`src/sv/sbsd_pkg.sv`:
```
`timescale 1ns / 1ps
// ----------------------------------------------------------------------------
// sbsd_pkg
// Shared types, constants and round functions for the SHA-1 byte stream
// digest block.
// ----------------------------------------------------------------------------
package sbsd_pkg;

	// SHA-1 initial chaining values
	localparam logic [31:0] H0_INIT = 32'h67452301;
	localparam logic [31:0] H1_INIT = 32'hefcdab89;
	localparam logic [31:0] H2_INIT = 32'h98badcfe;
	localparam logic [31:0] H3_INIT = 32'h10325476;
	localparam logic [31:0] H4_INIT = 32'hc3d2e1f0;

	// Round constants, one per group of twenty rounds
	localparam logic [31:0] K_GRP0 = 32'h5A827999;
	localparam logic [31:0] K_GRP1 = 32'h6ED9EBA1;
	localparam logic [31:0] K_GRP2 = 32'h8F1BBCDC;
	localparam logic [31:0] K_GRP3 = 32'hCA62C1D6;

	// Padding marker byte and the block positions that bound the length field
	localparam logic [7:0] PAD_MARK      = 8'h80;
	localparam logic [7:0] PAD_ZERO      = 8'h00;
	localparam logic [5:0] LEN_START     = 6'd56;
	localparam logic [5:0] LAST_POS      = 6'd63;
	localparam logic [6:0] LAST_ROUND    = 7'd79;
	localparam logic [2:0] LAST_WORD     = 3'd4;
	localparam logic [63:0] BITS_PER_BYTE = 64'd8;

	typedef enum logic [1:0] {
		GRP_CH  = 2'd0,
		GRP_PAR = 2'd1,
		GRP_MAJ = 2'd2,
		GRP_XOR = 2'd3
	} sbsd_grp_t;

	typedef enum logic [2:0] {
		ST_IDLE,
		ST_PAD,
		ST_COMP,
		ST_ADD,
		ST_OUT
	} sbsd_state_t;

	// Control from the sequencer to the window and the round unit
	typedef struct packed {
		logic       push;       // shift one byte into the block window
		logic [7:0] push_byte;
		logic       round_en;   // run one round
		sbsd_grp_t  grp;        // round group of the current round
		logic       load;       // copy chaining words into working words
		logic       add;        // fold working words into chaining words
		logic       init;       // restore initial chaining words
	} sbsd_ctl_t;

	function automatic logic [31:0] round_f(sbsd_grp_t grp, logic [31:0] b,
			logic [31:0] c, logic [31:0] d);
		logic [31:0] f;
		case (grp)
			GRP_CH:  f = d ^ (b & (c ^ d));
			GRP_MAJ: f = (b & c) | (d & (b | c));
			default: f = b ^ c ^ d;
		endcase
		return f;
	endfunction

	function automatic logic [31:0] round_k(sbsd_grp_t grp);
		logic [31:0] k;
		case (grp)
			GRP_CH:  k = K_GRP0;
			GRP_PAR: k = K_GRP1;
			GRP_MAJ: k = K_GRP2;
			default: k = K_GRP3;
		endcase
		return k;
	endfunction

endpackage

```
`src/sv/sbsd_sched.sv`:
```
`timescale 1ns / 1ps
// ----------------------------------------------------------------------------
// sbsd_sched
// Block window and message schedule: collects bytes big-endian into a
// sixteen-word shift window, then advances the schedule one word per round.
// ----------------------------------------------------------------------------
module sbsd_sched
	import sbsd_pkg::*;
(
	input  logic        clk,
	input  sbsd_ctl_t   ctl,
	output logic [31:0] w_cur
);

	logic [31:0] w_q [16];
	logic [31:0] w_mix;
	logic [31:0] w_new;

	// Next schedule word from the window taps
	assign w_mix = w_q[13] ^ w_q[8] ^ w_q[2] ^ w_q[0];
	assign w_new = {w_mix[30:0], w_mix[31]};
	assign w_cur = w_q[0];

	// Shift in a byte, or advance the schedule by one word
	always_ff @(posedge clk) begin
		if (ctl.push) begin
			for (int i = 0; i < 15; i++) begin
				w_q[i] <= {w_q[i][23:0], w_q[i+1][31:24]};
			end
			w_q[15] <= {w_q[15][23:0], ctl.push_byte};
		end else if (ctl.round_en) begin
			for (int i = 0; i < 15; i++) begin
				w_q[i] <= w_q[i+1];
			end
			w_q[15] <= w_new;
		end
	end

endmodule

```
`src/sv/sbsd_round.sv`:
```
`timescale 1ns / 1ps
// ----------------------------------------------------------------------------
// sbsd_round
// Shared SHA-1 round unit: five working words updated once per cycle while rounds run, and
// the five chaining words that collect each block's result.
// ----------------------------------------------------------------------------
module sbsd_round
	import sbsd_pkg::*;
(
	input  logic        clk,
	input  logic        arst_n,
	input  sbsd_ctl_t   ctl,
	input  logic [31:0] w_cur,
	input  logic [2:0]  word_sel,
	output logic [31:0] word_out
);

	logic [31:0] a_q, b_q, c_q, d_q, e_q;
	logic [31:0] h_q [5];
	logic [31:0] t_sum;

	// One round: rotated a plus f, e, constant and schedule word
	assign t_sum = {a_q[26:0], a_q[31:27]} + round_f(ctl.grp, b_q, c_q, d_q) +
		e_q + round_k(ctl.grp) + w_cur;

	// Working words
	always_ff @(posedge clk) begin
		if (ctl.load) begin
			a_q <= h_q[0];
			b_q <= h_q[1];
			c_q <= h_q[2];
			d_q <= h_q[3];
			e_q <= h_q[4];
		end else if (ctl.round_en) begin
			a_q <= t_sum;
			b_q <= a_q;
			c_q <= {b_q[1:0], b_q[31:2]};
			d_q <= c_q;
			e_q <= d_q;
		end
	end

	// Chaining words: fold in a block result, or restore for a new message
	always_ff @(posedge clk or negedge arst_n) begin
		if (!arst_n) begin
			h_q[0] <= H0_INIT;
			h_q[1] <= H1_INIT;
			h_q[2] <= H2_INIT;
			h_q[3] <= H3_INIT;
			h_q[4] <= H4_INIT;
		end else if (ctl.init) begin
			h_q[0] <= H0_INIT;
			h_q[1] <= H1_INIT;
			h_q[2] <= H2_INIT;
			h_q[3] <= H3_INIT;
			h_q[4] <= H4_INIT;
		end else if (ctl.add) begin
			h_q[0] <= h_q[0] + a_q;
			h_q[1] <= h_q[1] + b_q;
			h_q[2] <= h_q[2] + c_q;
			h_q[3] <= h_q[3] + d_q;
			h_q[4] <= h_q[4] + e_q;
		end
	end

	// Select the digest word being sent
	always_comb begin
		case (word_sel)
			3'd0:    word_out = h_q[0];
			3'd1:    word_out = h_q[1];
			3'd2:    word_out = h_q[2];
			3'd3:    word_out = h_q[3];
			default: word_out = h_q[4];
		endcase
	end

endmodule

```
`src/sv/sha1_byte_stream_digest_top.sv`:
```
`timescale 1ns / 1ps
// ----------------------------------------------------------------------------
// sha1_byte_stream_digest_top
// SHA-1 digest over a byte stream with a sequencer around one round unit.
// ----------------------------------------------------------------------------
// A request carries one message byte (s_tuser high) and may close the message
// (s_tlast high). A request is taken while the block is idle. A byte that
// completes a 64-byte block starts 80 rounds of the shared round unit and one
// chaining add, which run before s_tready returns. A closing request then pads
// one byte per cycle (0x80, zeros, the 64-bit big-endian bit count) and
// compresses one or two more blocks, after which the five digest words leave
// on the master side, word 0 first, word 4 with m_tlast. The block takes no
// request until the last word has been taken, and then starts the next
// message from the initial chaining values.
// ----------------------------------------------------------------------------
module sha1_byte_stream_digest_top
	import sbsd_pkg::*;
(
	input  logic        clk,
	input  logic        arst_n,
	input  logic        s_tvalid,
	output logic        s_tready,
	input  logic [7:0]  s_tdata,    // [7:0] data_byte
	input  logic        s_tuser,    // [0] byte_present
	input  logic        s_tlast,    // message_end
	output logic        m_tvalid,
	input  logic        m_tready,
	output logic [31:0] m_tdata,    // [31:0] digest_word
	output logic [2:0]  m_tuser,    // [2:0] word_number
	output logic        m_tlast     // final_word
);

	sbsd_state_t state_q, state_d;
	logic [5:0]  fill_q;
	logic [63:0] len_q;
	logic [6:0]  rnd_q;
	logic [2:0]  word_q;
	logic        end_q;
	logic        mark_q;
	logic        lenph_q;

	sbsd_ctl_t   ctl;
	logic [31:0] w_cur;
	logic        s_acc;
	logic        m_acc;
	logic        len_byte_sel;
	logic [2:0]  len_idx;
	logic [7:0]  pad_byte;

	assign s_tready = (state_q == ST_IDLE);
	assign s_acc    = s_tvalid && s_tready;
	assign m_tvalid = (state_q == ST_OUT);
	assign m_acc    = m_tvalid && m_tready;
	assign m_tuser  = word_q;
	assign m_tlast  = (word_q == LAST_WORD);

	// Pick the padding byte: marker, zero, or a byte of the bit count
	assign len_byte_sel = lenph_q || (mark_q && (fill_q == LEN_START));
	assign len_idx      = ~fill_q[2:0];
	always_comb begin
		if (!mark_q) begin
			pad_byte = PAD_MARK;
		end else if (len_byte_sel) begin
			pad_byte = len_q[{len_idx, 3'b000} +: 8];
		end else begin
			pad_byte = PAD_ZERO;
		end
	end

	// Next state and control
	always_comb begin
		state_d       = state_q;
		ctl.push      = 1'b0;
		ctl.push_byte = pad_byte;
		ctl.round_en  = 1'b0;
		ctl.load      = 1'b0;
		ctl.add       = 1'b0;
		ctl.init      = 1'b0;
		if (rnd_q < 7'd20) begin
			ctl.grp = GRP_CH;
		end else if (rnd_q < 7'd40) begin
			ctl.grp = GRP_PAR;
		end else if (rnd_q < 7'd60) begin
			ctl.grp = GRP_MAJ;
		end else begin
			ctl.grp = GRP_XOR;
		end
		case (state_q)
			ST_IDLE: begin
				if (s_acc) begin
					ctl.push      = s_tuser;
					ctl.push_byte = s_tdata;
					if (s_tuser && (fill_q == LAST_POS)) begin
						ctl.load = 1'b1;
						state_d  = ST_COMP;
					end else if (s_tlast) begin
						state_d = ST_PAD;
					end
				end
			end
			ST_PAD: begin
				ctl.push = 1'b1;
				if (fill_q == LAST_POS) begin
					ctl.load = 1'b1;
					state_d  = ST_COMP;
				end
			end
			ST_COMP: begin
				ctl.round_en = 1'b1;
				if (rnd_q == LAST_ROUND) begin
					state_d = ST_ADD;
				end
			end
			ST_ADD: begin
				ctl.add = 1'b1;
				if (end_q && lenph_q) begin
					state_d = ST_OUT;
				end else if (end_q) begin
					state_d = ST_PAD;
				end else begin
					state_d = ST_IDLE;
				end
			end
			ST_OUT: begin
				if (m_acc && (word_q == LAST_WORD)) begin
					ctl.init = 1'b1;
					state_d  = ST_IDLE;
				end
			end
			default: begin
				state_d = ST_IDLE;
			end
		endcase
	end

	// State register
	always_ff @(posedge clk or negedge arst_n) begin
		if (!arst_n) begin
			state_q <= ST_IDLE;
		end else begin
			state_q <= state_d;
		end
	end

	// Fill count, bit count, round and word counters, padding flags
	always_ff @(posedge clk or negedge arst_n) begin
		if (!arst_n) begin
			fill_q  <= '0;
			len_q   <= '0;
			rnd_q   <= '0;
			word_q  <= '0;
			end_q   <= 1'b0;
			mark_q  <= 1'b0;
			lenph_q <= 1'b0;
		end else begin
			if (ctl.push) begin
				fill_q <= fill_q + 6'd1;
			end
			if (s_acc) begin
				end_q <= s_tlast;
				if (s_tuser) begin
					len_q <= len_q + BITS_PER_BYTE;
				end
			end
			if (state_q == ST_PAD) begin
				mark_q <= 1'b1;
				if (len_byte_sel) begin
					lenph_q <= 1'b1;
				end
			end
			if (ctl.round_en) begin
				rnd_q <= rnd_q + 7'd1;
			end else if (ctl.add) begin
				rnd_q <= '0;
			end
			// Advance the word index, or restart it once the last word is taken
			if (ctl.init) begin
				word_q <= '0;
			end else if (m_acc) begin
				word_q <= word_q + 3'd1;
			end
			if (ctl.init) begin
				len_q   <= '0;
				end_q   <= 1'b0;
				mark_q  <= 1'b0;
				lenph_q <= 1'b0;
			end
		end
	end

	sbsd_sched u_sched (
		.clk   (clk),
		.ctl   (ctl),
		.w_cur (w_cur)
	);

	sbsd_round u_round (
		.clk      (clk),
		.arst_n   (arst_n),
		.ctl      (ctl),
		.w_cur    (w_cur),
		.word_sel (word_q),
		.word_out (m_tdata)
	);

endmodule
```
`config.mk`:
```
export PLATFORM = sky130hd
export DESIGN_NAME = sha1_byte_stream_digest_top
export DESIGN_NICKNAME = d
export VERILOG_FILES = /design/src/sv/sbsd_pkg.sv /design/src/sv/sbsd_sched.sv /design/src/sv/sbsd_round.sv /design/src/sv/sha1_byte_stream_digest_top.sv
export SDC_FILE = /design/constraint.sdc
export NUM_CORES = 2
export LEC_CHECK = 0
export CORE_MARGIN = 10
export CORE_UTILIZATION = 50
export CTS_CLUSTER_DIAMETER = 200
export DETAILED_ROUTE_END_ITERATION = 7
export DONT_BUFFER_PORTS = 1
export PLACE_DENSITY = 0.76
export SYNTH_ARGS = -nofsm -noshare
export SYNTH_HDL_FRONTEND = slang
export SYNTH_SLANG_ARGS = --single-unit
export TNS_END_PERCENT = 5
```
`constraint.sdc`:
```
create_clock -name clk -period 13.62 [get_ports clk]
set_input_delay 1.362 -clock clk [delete_from_list [all_inputs] [get_ports clk]]
set_output_delay 1.362 -clock clk [all_outputs]
set_load 0.05 [all_outputs]
```
# After elaboration in Yosys (flattened, before gate mapping)
# Memory sizes are Yosys's and may differ from the RTL's.
# Cells that the tools add are included.
# totals
ram_bits,512
register_bits,406
elab_cells,179
mem_count,1
# classes
shift,1
n_bitwise,29
n_eq_ne,18
order_cmp,3
reduce_logical,21
mux,75
n_addsub,13
# mem_list
name,words,width,read_ports,rd_clocked_by_memory_dff,wr,line,rtl
u_sched.w_q,16,32,16,0,16,sbsd_sched.sv:15,logic [31:0] w_q [16];
# ops
cell,n
32-bit two-way mux,26
160-bit two-way mux,2
32-bit adder,9
32-bit bitwise XOR,7
64-bit two-way mux,3
32-bit case mux with 4 select lines,1
32-bit AND,3
32-bit case mux with 3 select lines,1
64-bit by 4-bit adder with 64-bit output (second input constant),1
32-bit OR,2
32-bit case mux with 2 select lines,1
64-bit by 7-bit variable part select with 8-bit output,1
3-bit two-way mux,9
8-bit two-way mux,3
1-bit two-way mux,21
1-bit OR,16
2-bit nonzero test,8
3-bit case mux with 5 select lines,1
7-bit by 6-bit less-than comparator with 1-bit output (second input constant),2
7-bit two-way mux,2
3-bit by 2-bit equality test with 1-bit output (second input constant),4
6-bit equality test (second input constant),2
9-bit two-way mux,1
7-bit by 1-bit adder with 7-bit output (second input constant),1
other kinds (20),33

# Logic depth before layout (Yosys ltp)
# logic_depth
depth_word,12
ltp_mapped,30

# Cells and area by module
# A second synthesis with hierarchy kept.
# unflattened
cells_unflattened,4895
hier_area_um2,57119.8
# modules_own_cells
module,area_per_inst_um2,seq_area_each_um2,cells_per_inst,n_inst
sbsd_round,28024.4,8908.5,3096,1
sbsd_sched,24071.8,15374.7,1247,1
sha1_byte_stream_digest_top,5023.6,2077.0,552,1

# Worst setup path after synthesis
# No wires, ideal clock.
# synth_path
path_type,input-to-reg
startpoint,input port s_tvalid
endpoint,memory u_sched.w_q[0][0] (enable)
arrival_ns,10.812
stages,7
slack_ns,-0.824
path_cell_list,nor4b_1 clkbuf_1 and2_1 clkbuf_1 nor2_1 clkbuf_1 nand2_1
# synth_lines
item,line,rtl
"start, declared",sha1_byte_stream_digest_top.sv:21,"input logic s_tvalid,"
"end, declared",sbsd_sched.sv:15,

# Worst setup path in the final report
# layout_path
startpoint,register rnd_q[5]
endpoint,"register u_round.a_q[29], data pin"
# layout_via
elab_chain_len,12
elab_cells_between_ends,17
# layout_rtl
item,line,rtl
"start, declared",sha1_byte_stream_digest_top.sv:36,logic [6:0] rnd_q;
"start signal, assigned",sha1_byte_stream_digest_top.sv:172,rnd_q <= rnd_q + 7'd1;
7-bit by 6-bit less-than comparator with 1-bit output,sha1_byte_stream_digest_top.sv:83,end else if (rnd_q < 7'd60) begin
1-bit two-way mux,sha1_byte_stream_digest_top.sv:83,
2-bit two-way mux,sha1_byte_stream_digest_top.sv:81,end else if (rnd_q < 7'd40) begin
2-bit two-way mux *,sha1_byte_stream_digest_top.sv:79,if (rnd_q < 7'd20) begin
2-bit equality test or 2-bit zero test (tied branches),"sbsd_pkg.sv:60, sbsd_pkg.sv:70",
32-bit case mux with 2 select lines,sbsd_pkg.sv:60,case (grp)
32-bit adder (2 in a row),sbsd_round.sv:23,"assign t_sum = {a_q[26:0], a_q[31:27]} + round_f(ctl.grp, b_q, c_q, d_q) +"
32-bit adder * (2 in a row),sbsd_round.sv:24,e_q + round_k(ctl.grp) + w_cur;
32-bit two-way mux *,sbsd_round.sv:34,end else if (ctl.round_en) begin
32-bit two-way mux *,sbsd_round.sv:28,if (ctl.load) begin
"end signal, assigned",sbsd_round.sv:29,a_q <= h_q[0];
"end signal, assigned",sbsd_round.sv:35,a_q <= t_sum;
"end, declared",sbsd_round.sv:18,"logic [31:0] a_q, b_q, c_q, d_q, e_q;"
# Every way passes the cells marked *; elsewhere a longest branch is shown, timed or not. The select of a mux whose other input is x is not followed.
# A chain may end at the register's enable or synchronous reset.

==> impl_metrics.toml <==
[outcome]
status = "finished clean"

[global_route]
use_met1 = 0.307
grt_first_pass_wirelength_um = 224000
top_usage_layer = "met2"
grt_antenna_before_repair = 1
grt_max_degree = 244
track_usage = 0.231
grt_pass1_vias = 40100
grt_util_met3 = 0.0397
grt.overflow.total = 0
grt_use_met2 = 0.365

[sta]
fin_worst_skew_ps = 33.4
period_needed_ps = 7520
hold_violations = 0
fin_tns_setup_ps = 0
slew_viol_final = 0
tightest_slew_ps = 1210
finalCritPeriodShare = 0.552
max_freq_ghz = 0.133
rsz0062_at_grt = "false"
maxSlewHeadroom = 0.179
finalSetupViolations = 0

[synth]
syn_area_sq_um = 54100
ys_seq_area_frac = 0.488
synth_area_leaders = "edfxtp_1 37%, nand2_1 13%, dfrtp_1 7.5%"
ys_types = 90
syn_nets = 6162
synth_top_area_cell = "edfxtp_1"
ys_ff_latch = 915
synth_top_family_by_area = "simple AND/OR/NAND/NOR gates"
ys.flop_type = "edfxtp_1"
yosys.area_share.simple = 0.191
syn_inst = 5786
synthAdderAreaFrac = 0.0969
synth_compound_area_frac = 0.123
yosys_warnings = 0
synth-xor-area-share = 0.0510
synth_edf_count = 672
yosysTopAreaCellShare = 0.373
avgSynthCellArea_sq_um = 9.34
synth.area.mux_share = 0.00997
synthArstFlopShare = 0.266

[setup_path]
cp-end-kind = "flop"
cp_top_family = "adder cells"
cpPeakStageDelay_ps = 630
critical-path-slowest-cell = "buf_4"
path_max_fanout = 83
cp_data_required_time_ps = 14030
worstReg2RegEnd = "u_round.a_q[29]$_DFFE_PP_"
path_class = "reg2reg"
ff2ff_setup_slack_ps = 6100
cp.arrival_ps = 7930
cp-start-kind = "flop"
ff2ff_path_depth = 27
timing.rr.start = "rnd_q[5]$_DFFE_PN0P_"
crit_buf_inv = 5

[min_path]
hp-class = "in2async"

[die]
chipHeight_um = 349
core_sq_um = 107000
die_w_um = 349
pin_count = 52
die_area_sq_um = 122000
rows = 120
initial_core_util = 0.504

[routing]
drtIter0Drc = 4567
drc_errors = 0
ant_nets = 0
dr.pass1.iters = 6
wirelength_um = 143000
vias_per_cell = 5.82
routedWlPerCell_um = 20.0
vias = 41700

[clock_tree]
cts_setup_buffers = 0
cts_resized = 0
cts_root_buf = "clkbuf_16"
ctsLongestPathBuffers = 3
path_clk_slew_ps = 60
cts_tree = "done"
clk_latency_ps = 710
numCtsBuffers = 100
cts_hold_buf = 0
cts_num_sinks = 915
htreeDepth = 3

[cells_and_area]
layout_common_cells = "1881 x nand2_1, 672 x edfxtp_1, 334 x inv_1"
syn_to_final_growth_pct = 8.57
finalNonFillerCells = 7167
fin_area_sq_um = 58700
finish.utilization = 0.548
layout-drive-gt1-share = 0.0595
num_antenna_cells = 0
layout_commonest_cell = "nand2_1"
layout.nets = 6052

[power_and_ir_drop]
vdd_ir_drop_max_mv = 0.139
power_density_nw_per_um2 = 219
p_leak_uw = 0.0257

[place]
placed_cells = 6977
dpl_cell_area_sq_um = 55300
dpl.hpwl_um = 98800
gp_congestion = 1.00
port-buffer-count = 0

[run]
max-cap-violations = 0
## metal layers
layer,share of wire,wire (um),vias up
li1,-,-,19600
met1,0.41,59100,20100
met2,0.45,64900,1668
met3,0.081,11600,380
met4,0.052,7430,2
met5,0.000070,10,-
## synthesized netlist by cell type, types with 80 or more instances
master    number
xnor2_1      202
edfxtp_1     672
fa_1          93
clkbuf_1     230
nor2_1       221
nand3_1      139
dfrtp_1      163
o21ai_0      313
a21oi_1      257
nand2_1     1887
ha_1         269
dfstp_2       80
inv_1        334
xor2_1       113
## metrics by stage
stage | setup slack [ps] | hold slack [ps] | total power (uW)
2_1_floorplan | 4280 | 435 | 8770
3_3_place_gp | 6450 | 452 | 9790
3_5_place_dp | 6260 | 479 | 9980
4_1_cts | 6220 | 341 | 12800
5_1_grt | 5660 | 370 | 13700
6_report | 6100 | 392 | 12800
## report_power, final
part	internal, uW	switching, uW	leakage, uW
registers	4530	863	0.00970
logic	1850	2800	0.0143
clock network	1610	1190	0.00166
total	7990	4850	0.0257
## worst max path at each step
stage          slack, ps                           to  cells past startpoint                  from
2_1_floorplan       4280  u_sched.w_q[0][0]$_DFFE_PP_                      7              s_tvalid
6_report            6100    u_round.a_q[29]$_DFFE_PP_                     27  rnd_q[5]$_DFFE_PN0P_
3_5_place_dp        6260    u_round.a_q[29]$_DFFE_PP_                     27  rnd_q[5]$_DFFE_PN0P_
4_1_cts             6220    u_round.a_q[29]$_DFFE_PP_                     27  rnd_q[5]$_DFFE_PN0P_
5_1_grt             5660    u_round.a_q[30]$_DFFE_PP_                     25  rnd_q[5]$_DFFE_PN0P_
3_3_place_gp        6450    u_round.a_q[29]$_DFFE_PP_                     27  rnd_q[5]$_DFFE_PN0P_
## registers in the layout, indices dropped and copies added (netlist names)
name         cells
end_q            1
fill_q           6
len_q           61
lenph_q          1
m_tuser          3
mark_q           1
rnd_q            7
state_q          3
u_round.a_q     32
u_round.b_q     32
u_round.c_q     32
u_round.d_q     32
u_round.e_q     32
u_round.h_q    160
u_sched.w_q    512
## cell type report
class	instances	area (sq um)
Fill cell	9272	48500
Sequential cell	915	26400
Multi-Input combinational cell	4282	25600
Clock buffer	136	2770
Tap cell	1403	1760
Inverter	336	1260
Clock inverter	54	613
Timing Repair Buffer	41	333
## kinds of logic (layout without fill, tap and decap cells)
kind of cell    count (synthesis)  in the layout
simple gates                 2514           2514
buf+inv                       589            567
xor+xnor                      315            315
mux                            37             37
flops                         915            915
compound gates               1053           1053
fa+ha+maj                     363            363
No activity file was read; power rests on OpenSTA's default activity.
